**src/sv/r2fft_pkg.sv**
```systemverilog
`timescale 1ns / 1ps
// ----------------------------------------------------------------------------
// r2fft_pkg
// shared types and constants of the radix-2 fft block
// ----------------------------------------------------------------------------
package r2fft_pkg;

    localparam int BIN_BITS     = 22;
    localparam int BIN_NUM_BITS = 6;
    localparam int SIZE_BITS    = 3;
    localparam logic [SIZE_BITS-1:0] SIZE_LOG2_RESET = 3'd6;

    typedef enum logic [3:0] {
        ST_IDLE,
        ST_COPY_RD,
        ST_COPY_WR,
        ST_BF_RD,
        ST_BF_MUL,
        ST_BF_ADD,
        ST_BF_WE,
        ST_BF_WO,
        ST_EM_RD,
        ST_EM_LD
    } state_t;

    typedef struct packed {
        logic store_we;
        logic copy_rd;
        logic copy_wr;
        logic bf_rd;
        logic bf_mul;
        logic bf_add;
        logic bf_we_even;
        logic bf_we_odd;
        logic em_rd;
        logic out_load;
        logic out_last;
    } cmd_t;

    typedef struct packed {
        logic out_free;
    } status_t;

endpackage

```
**src/sv/r2fft_ctrl.sv**
```systemverilog
`timescale 1ns / 1ps
// ----------------------------------------------------------------------------
// r2fft_ctrl
// sequencer: frame loading, bit-reversed copy, butterfly passes, bin emission
// ----------------------------------------------------------------------------
module r2fft_ctrl #(
    parameter int MAX_POINTS = 64
) (
    input  logic                           clk,
    input  logic                           rst_n,
    input  logic                           size_log2_we,
    input  logic [r2fft_pkg::SIZE_BITS-1:0] size_log2_wdata,
    input  logic                           sample_valid,
    output logic                           sample_stall,
    input  r2fft_pkg::status_t             status,
    output r2fft_pkg::cmd_t                cmd,
    output logic [$clog2(MAX_POINTS)-1:0]  store_waddr,
    output logic [$clog2(MAX_POINTS)-1:0]  idx,
    output logic [$clog2(MAX_POINTS)-1:0]  rev_addr,
    output logic [$clog2(MAX_POINTS)-1:0]  even_addr,
    output logic [$clog2(MAX_POINTS)-1:0]  odd_addr,
    output logic [(($clog2(MAX_POINTS) > 1) ? $clog2(MAX_POINTS)-1 : 1)-1:0] tw_idx
);
    import r2fft_pkg::*;

    localparam int AW  = $clog2(MAX_POINTS);
    localparam int LCW = AW + 1;
    localparam int LGW = $clog2(AW + 1);
    localparam int TIW = (AW > 1) ? AW - 1 : 1;

    state_t               state_reg, state_next;
    logic [SIZE_BITS-1:0] size_reg;
    logic [LCW-1:0]       lc_reg, lc_next;
    logic [AW-1:0]        idx_reg, idx_next;
    logic [AW-1:0]        bf_reg, bf_next;
    logic [LGW-1:0]       stage_reg, stage_next;

    logic [LGW-1:0] lg;
    logic [LCW-1:0] n_val;
    logic [LCW-1:0] lc_inc;
    logic [AW-1:0]  k_val;
    logic [AW-1:0]  half_bit;
    logic           idx_last;
    logic           bf_last;
    logic           stage_last;

    // clamp the programmed length to 1..log2 of the built size
    always_comb
    begin
        if (size_reg == '0)
            lg = LGW'(1);
        else if (int'(size_reg) > AW)
            lg = LGW'(AW);
        else
            lg = LGW'(size_reg);
    end

    assign n_val      = LCW'(1) << lg;
    assign lc_inc     = lc_reg + LCW'(1);
    assign idx_last   = ({1'b0, idx_reg} == n_val - LCW'(1));
    assign bf_last    = ({1'b0, bf_reg} == (n_val >> 1) - LCW'(1));
    assign stage_last = (stage_reg == lg - LGW'(1));

    assign half_bit  = AW'(1) << stage_reg;
    assign k_val     = bf_reg & (half_bit - AW'(1));
    assign even_addr = ((bf_reg >> stage_reg) << (stage_reg + LGW'(1))) | k_val;
    assign odd_addr  = even_addr | half_bit;
    assign tw_idx    = TIW'(k_val << (AW - 1 - int'(stage_reg)));

    always_comb
    begin
        rev_addr = '0;
        for (int b = 0; b < AW; b++)
        begin
            if (b < int'(lg))
                rev_addr[int'(lg) - 1 - b] = idx_reg[b];
        end
    end

    assign store_waddr = lc_reg[AW-1:0];
    assign idx         = idx_reg;

    always_ff @(posedge clk or negedge rst_n)
    begin
        if (!rst_n)
        begin
            state_reg <= ST_IDLE;
            size_reg  <= SIZE_LOG2_RESET;
            lc_reg    <= '0;
            idx_reg   <= '0;
            bf_reg    <= '0;
            stage_reg <= '0;
        end
        else
        begin
            state_reg <= state_next;
            lc_reg    <= lc_next;
            idx_reg   <= idx_next;
            bf_reg    <= bf_next;
            stage_reg <= stage_next;
            if (size_log2_we)
                size_reg <= size_log2_wdata;
        end
    end

    always_comb
    begin
        state_next   = state_reg;
        lc_next      = lc_reg;
        idx_next     = idx_reg;
        bf_next      = bf_reg;
        stage_next   = stage_reg;
        cmd          = '0;
        sample_stall = 1'b1;
        case (state_reg)
            ST_IDLE:
            begin
                sample_stall = 1'b0;
                if (sample_valid)
                begin
                    cmd.store_we = 1'b1;
                    if (lc_inc >= n_val)
                    begin
                        lc_next    = '0;
                        idx_next   = '0;
                        state_next = ST_COPY_RD;
                    end
                    else
                    begin
                        lc_next = lc_inc;
                    end
                end
            end
            ST_COPY_RD:
            begin
                cmd.copy_rd = 1'b1;
                state_next  = ST_COPY_WR;
            end
            ST_COPY_WR:
            begin
                cmd.copy_wr = 1'b1;
                if (idx_last)
                begin
                    bf_next    = '0;
                    stage_next = '0;
                    state_next = ST_BF_RD;
                end
                else
                begin
                    idx_next   = idx_reg + AW'(1);
                    state_next = ST_COPY_RD;
                end
            end
            ST_BF_RD:
            begin
                cmd.bf_rd  = 1'b1;
                state_next = ST_BF_MUL;
            end
            ST_BF_MUL:
            begin
                cmd.bf_mul = 1'b1;
                state_next = ST_BF_ADD;
            end
            ST_BF_ADD:
            begin
                cmd.bf_add = 1'b1;
                state_next = ST_BF_WE;
            end
            ST_BF_WE:
            begin
                cmd.bf_we_even = 1'b1;
                state_next     = ST_BF_WO;
            end
            ST_BF_WO:
            begin
                cmd.bf_we_odd = 1'b1;
                state_next    = ST_BF_RD;
                if (bf_last)
                begin
                    bf_next = '0;
                    if (stage_last)
                    begin
                        idx_next   = '0;
                        state_next = ST_EM_RD;
                    end
                    else
                    begin
                        stage_next = stage_reg + LGW'(1);
                    end
                end
                else
                begin
                    bf_next = bf_reg + AW'(1);
                end
            end
            ST_EM_RD:
            begin
                cmd.em_rd  = 1'b1;
                state_next = ST_EM_LD;
            end
            ST_EM_LD:
            begin
                if (status.out_free)
                begin
                    cmd.out_load = 1'b1;
                    cmd.out_last = idx_last;
                    if (idx_last)
                    begin
                        state_next = ST_IDLE;
                    end
                    else
                    begin
                        idx_next   = idx_reg + AW'(1);
                        state_next = ST_EM_RD;
                    end
                end
            end
            default:
            begin
                state_next = ST_IDLE;
            end
        endcase
    end

endmodule

```
**config.mk**
```make
export PLATFORM = sky130hd
export DESIGN_NAME = r2fft_ctrl
export DESIGN_NICKNAME = d
export VERILOG_FILES = /design/src/sv/r2fft_pkg.sv /design/src/sv/r2fft_ctrl.sv
export SDC_FILE = /design/constraint.sdc
export NUM_CORES = 1
export LEC_CHECK = 0
export BUFFER_PORTS_ARGS = -buffer_cell sky130_fd_sc_hd__buf_2
export CORE_AREA = 2 2 113 115
export DETAILED_ROUTE_END_ITERATION = 8
export DIE_AREA = 0 0 115 117
export SETUP_SLACK_MARGIN = 0.4
export SYNTH_ARGS = -nofsm -noshare
export SYNTH_HDL_FRONTEND = slang
export SYNTH_SLANG_ARGS = --single-unit
```
**constraint.sdc**
```tcl
create_clock -name clk -period 3.8 [get_ports clk]
set_clock_uncertainty 0.05 [all_clocks]
set_input_delay 0.19 -clock clk [delete_from_list [all_inputs] [get_ports clk]]
set_output_delay 0.19 -clock clk [all_outputs]
set_load 0.03 [all_outputs]
```
==> results.md <==
* Status: completed
* Endpoints failing setup at 0
* NetSw at 0.001096 W
* Slew of the pin with the lowest slew margin at 693.0 ps
* Dpl cell area at 4015 µm²
* I/O pin cnt at 55
* Area Growth Syn to Fin at 22.02%
* Via count at 3672
* CP endpoint kind: flip-flop
* DR iter-0 viols at 247
* Overflow after GRT at 0
* CP max FO at 9
* Register area share after synthesis at 20.28%
* Net Count, Synth at 526
* Combinational Power Share at 60.4%
* Synth area leaders: dfrtp_1 (19%), ha_1 (9.1%), nand2_1 (6.8%)
* Post-synth EDFFs at 0
* Req. time, crit path at 3910 ps
* Vias per inst at 5.299
* Peak VDD IR at 0.3271 mV
* Port Buffers at 54
* Pin count of the biggest net entering global routing at 32
* WL/cell at 14.77 µm
* Total Routed Length at 10240 µm
* Die height at 117 µm
* Hold Path Class: input pin to flip-flop
* Clk sink count at 29
* Die W at 115 µm
* Clock Latency Late Sink at 270 ps
* H-tree depth at 2
* Critical path arrival at 3430 ps
* Minimum clock period at 3322 ps
* Number of flip-flops in the largest register at 7
* Antenna Violating Nets Remaining at 0
* Fmax at 301.0 MHz
* Fin Setup TNS at 0 ps
* Synth area leader: dfrtp_1
* Slew headroom at 53.80%
* Nets at 576
* Cell area after layout at 4382 µm²
* # Max-Cap Violations at 0
* RePlAce Congestion at 0.9255
* Number of distinct library cells after synthesis at 74
* Final period utilization at 87.42%
* Final Hold Viols at 0
* Clock power share at 17.3%
* Mapped Avg Cell Area at 7.299 µm²
* Vias in the first global route at 3208
* Seq cells post-synth at 29
* Hpwl dp at 7435 µm
* Ratio of cells with drive above 1 in the final layout at 26.52%
* Global-route wire length before repair at 16120 µm
* CTS tree: yes
* Clock Pin Slew Worst Setup and Hold Paths at 50 ps
* Yosys warns at 0
* First-pass DRT Iterations at 5
* Reg power frac at 22.2%
* Initial Utilization at 29.17%
* Total CTS buffers at 5
* Gr usage total at 14.90%
* DRC Markers at 0
* Ys async rst share at 100.0%
* Cell row count at 41
* Clock Tree Buf Depth at 2
* P per Cell Area at 518.7 nW/µm²
* Clock root buffer: clkbuf_16
* RSZ-0062 raised after global routing: true
* Cell-internal power at 0.001177 W
* Top FF cell, synth: dfrtp_1
* Leak Pwr at 1.972 nW
* Die ar. at 13460 µm²
* Ant diodes at 0
* Initial antenna violation count at 0
* Post-synthesis cell area at 3591 µm²
* Critical path launch point type: flip-flop
* Core area at 12310 µm²
* Slew Viols, Final at 0
* Post-synth top area share at 18.82%
* Mapped Cells at 492
* Sw Ratio at 48.20%
* Critical path class: flip-flop to flip-flop
routing by layer:
metal / up-vias / part of all wire (%) / track usage, % / routed length, µm
li1: 1832 / - / - / -
met4: 0 / 1.6 / 4.096 / 167
met5: - / 0 / 0 / 0
met1: 1701 / 47 / 21.26 / 4845
met3: 14 / 5.4 / 2.832 / 554
met2: 125 / 46 / 23.06 / 4671
critical path, cell delays in order (launching register included):
cell and delay [ps]:
dfstp_2 550, inv_4 90, nor2_4 140, a21oi_4 60, buf_4 140, ha_4 180
and2b_2 220, inv_1 60, ha_2 270, o2111ai_2 180, nor3_2 80, or4_4 520
o21ai_4 100, and3b_2 260, mux2_4 300
cell families after synthesis:
family,count (synthesis),synth area share [%]
buffers and inverters,67,8.328
AOI/OAI and AO/OA,131,25.12
muxes,5,1.603
adders and majority gates,26,9.059
and+or+nand+nor,207,29.02
DFF,29,20.28
xor gates and xnor gates,27,6.585
final timing paths:
kind / cells after the start / end / startpoint / slack [ps]
max: 14 / idx[1] / size_reg[2] / 480
max in group asynchronous: 2 / stage_reg[0] / rst_n / 2760
max reg2reg: 14 / idx[1] / size_reg[2] / 480
min in group asynchronous: 2 / lc_reg[1] / rst_n / 460
min reg2reg: 2 / lc_reg[6] / lc_reg[6] / 450
min: 2 / size_reg[2] / size_log2_we / 90
area by class of cell:
| class | count | area, µm² |
|---|---|---|
| inverters | 25 | 102.6 |
| clock buffers | 8 | 146.4 |
| repair buffers | 85 | 509.2 |
| fillers | 1300 | 7930 |
| well taps | 150 | 187.7 |
| flip-flops and latches | 29 | 729.5 |
| multi-input cells | 396 | 2706 |
cells in the mapped netlist (3+ instances only):
master,n
a211oi_1,5
a21o_1,6
a21oi_1,17
a221oi_1,3
a22oi_1,5
a31oi_1,4
and2_1,4
and3_1,8
buf_2,8
buf_4,8
clkbuf_1,23
dfrtp_1,27
ha_1,26
inv_1,21
inv_2,3
nand2_1,65
nand2b_1,20
nand3_1,20
nand4_1,3
nor2_1,38
nor2b_1,5
nor3_1,17
o21ai_0,45
o221ai_1,3
o22a_1,4
o22ai_1,7
o31ai_1,5
or2_2,6
or3_1,3
xnor2_1,13
xor2_1,14
power by group through the flow:
stage	sequential [W]	clock [W]	combinational, W
global route	0.000524	0.000420	0.00150
detailed placement	0.000514	0	0.00127
finish	0.000505	0.000394	0.00137
CTS	0.000506	0.000402	0.00131
global placement	0.000512	0	0.00126
floorplan	0.000435	0	0.00110
cell usage in the layout, fill, tap and decap left out, drive strengths merged, types with 13 or more instances in the layout:
cell    Yosys  routed
nand3      20      20
inv        24      23
buf        19      84
nor2       39      39
o21ai      48      48
xnor2      13      13
nand2b     21      21
a21oi      18      18
xor2       14      14
dfrtp      27      27
nand2      65      65
ha         26      26
nor3       18      18
timing repair:
| action | CTS | global route |
|---|---|---|
| resized for setup | 1 | 16 |
| hold buffers | 1 | 0 |
| endpoints found under the hold margin | 27 | 0 |
| pin swaps | 2 | 10 |
| endpoints found under the setup margin | 15 | 17 |
| setup buffers | 7 | 12 |
stage by stage:
step	util (%)	power (W)	std cells	setup WS [ps]	hold slack, ps
after floorplan	-	0.001536	492	402.1	-155.6
after global placement	32.61	0.001773	665	179.1	237.3
after detailed placement	32.61	0.001781	665	116.9	237.5
after CTS	34.32	0.002220	681	405.3	95.64
after global routing	35.59	0.002442	693	309.2	112.7
final	35.59	0.002273	693	478.1	92.44
Note: power is estimated with default switching activity, not from simulation.
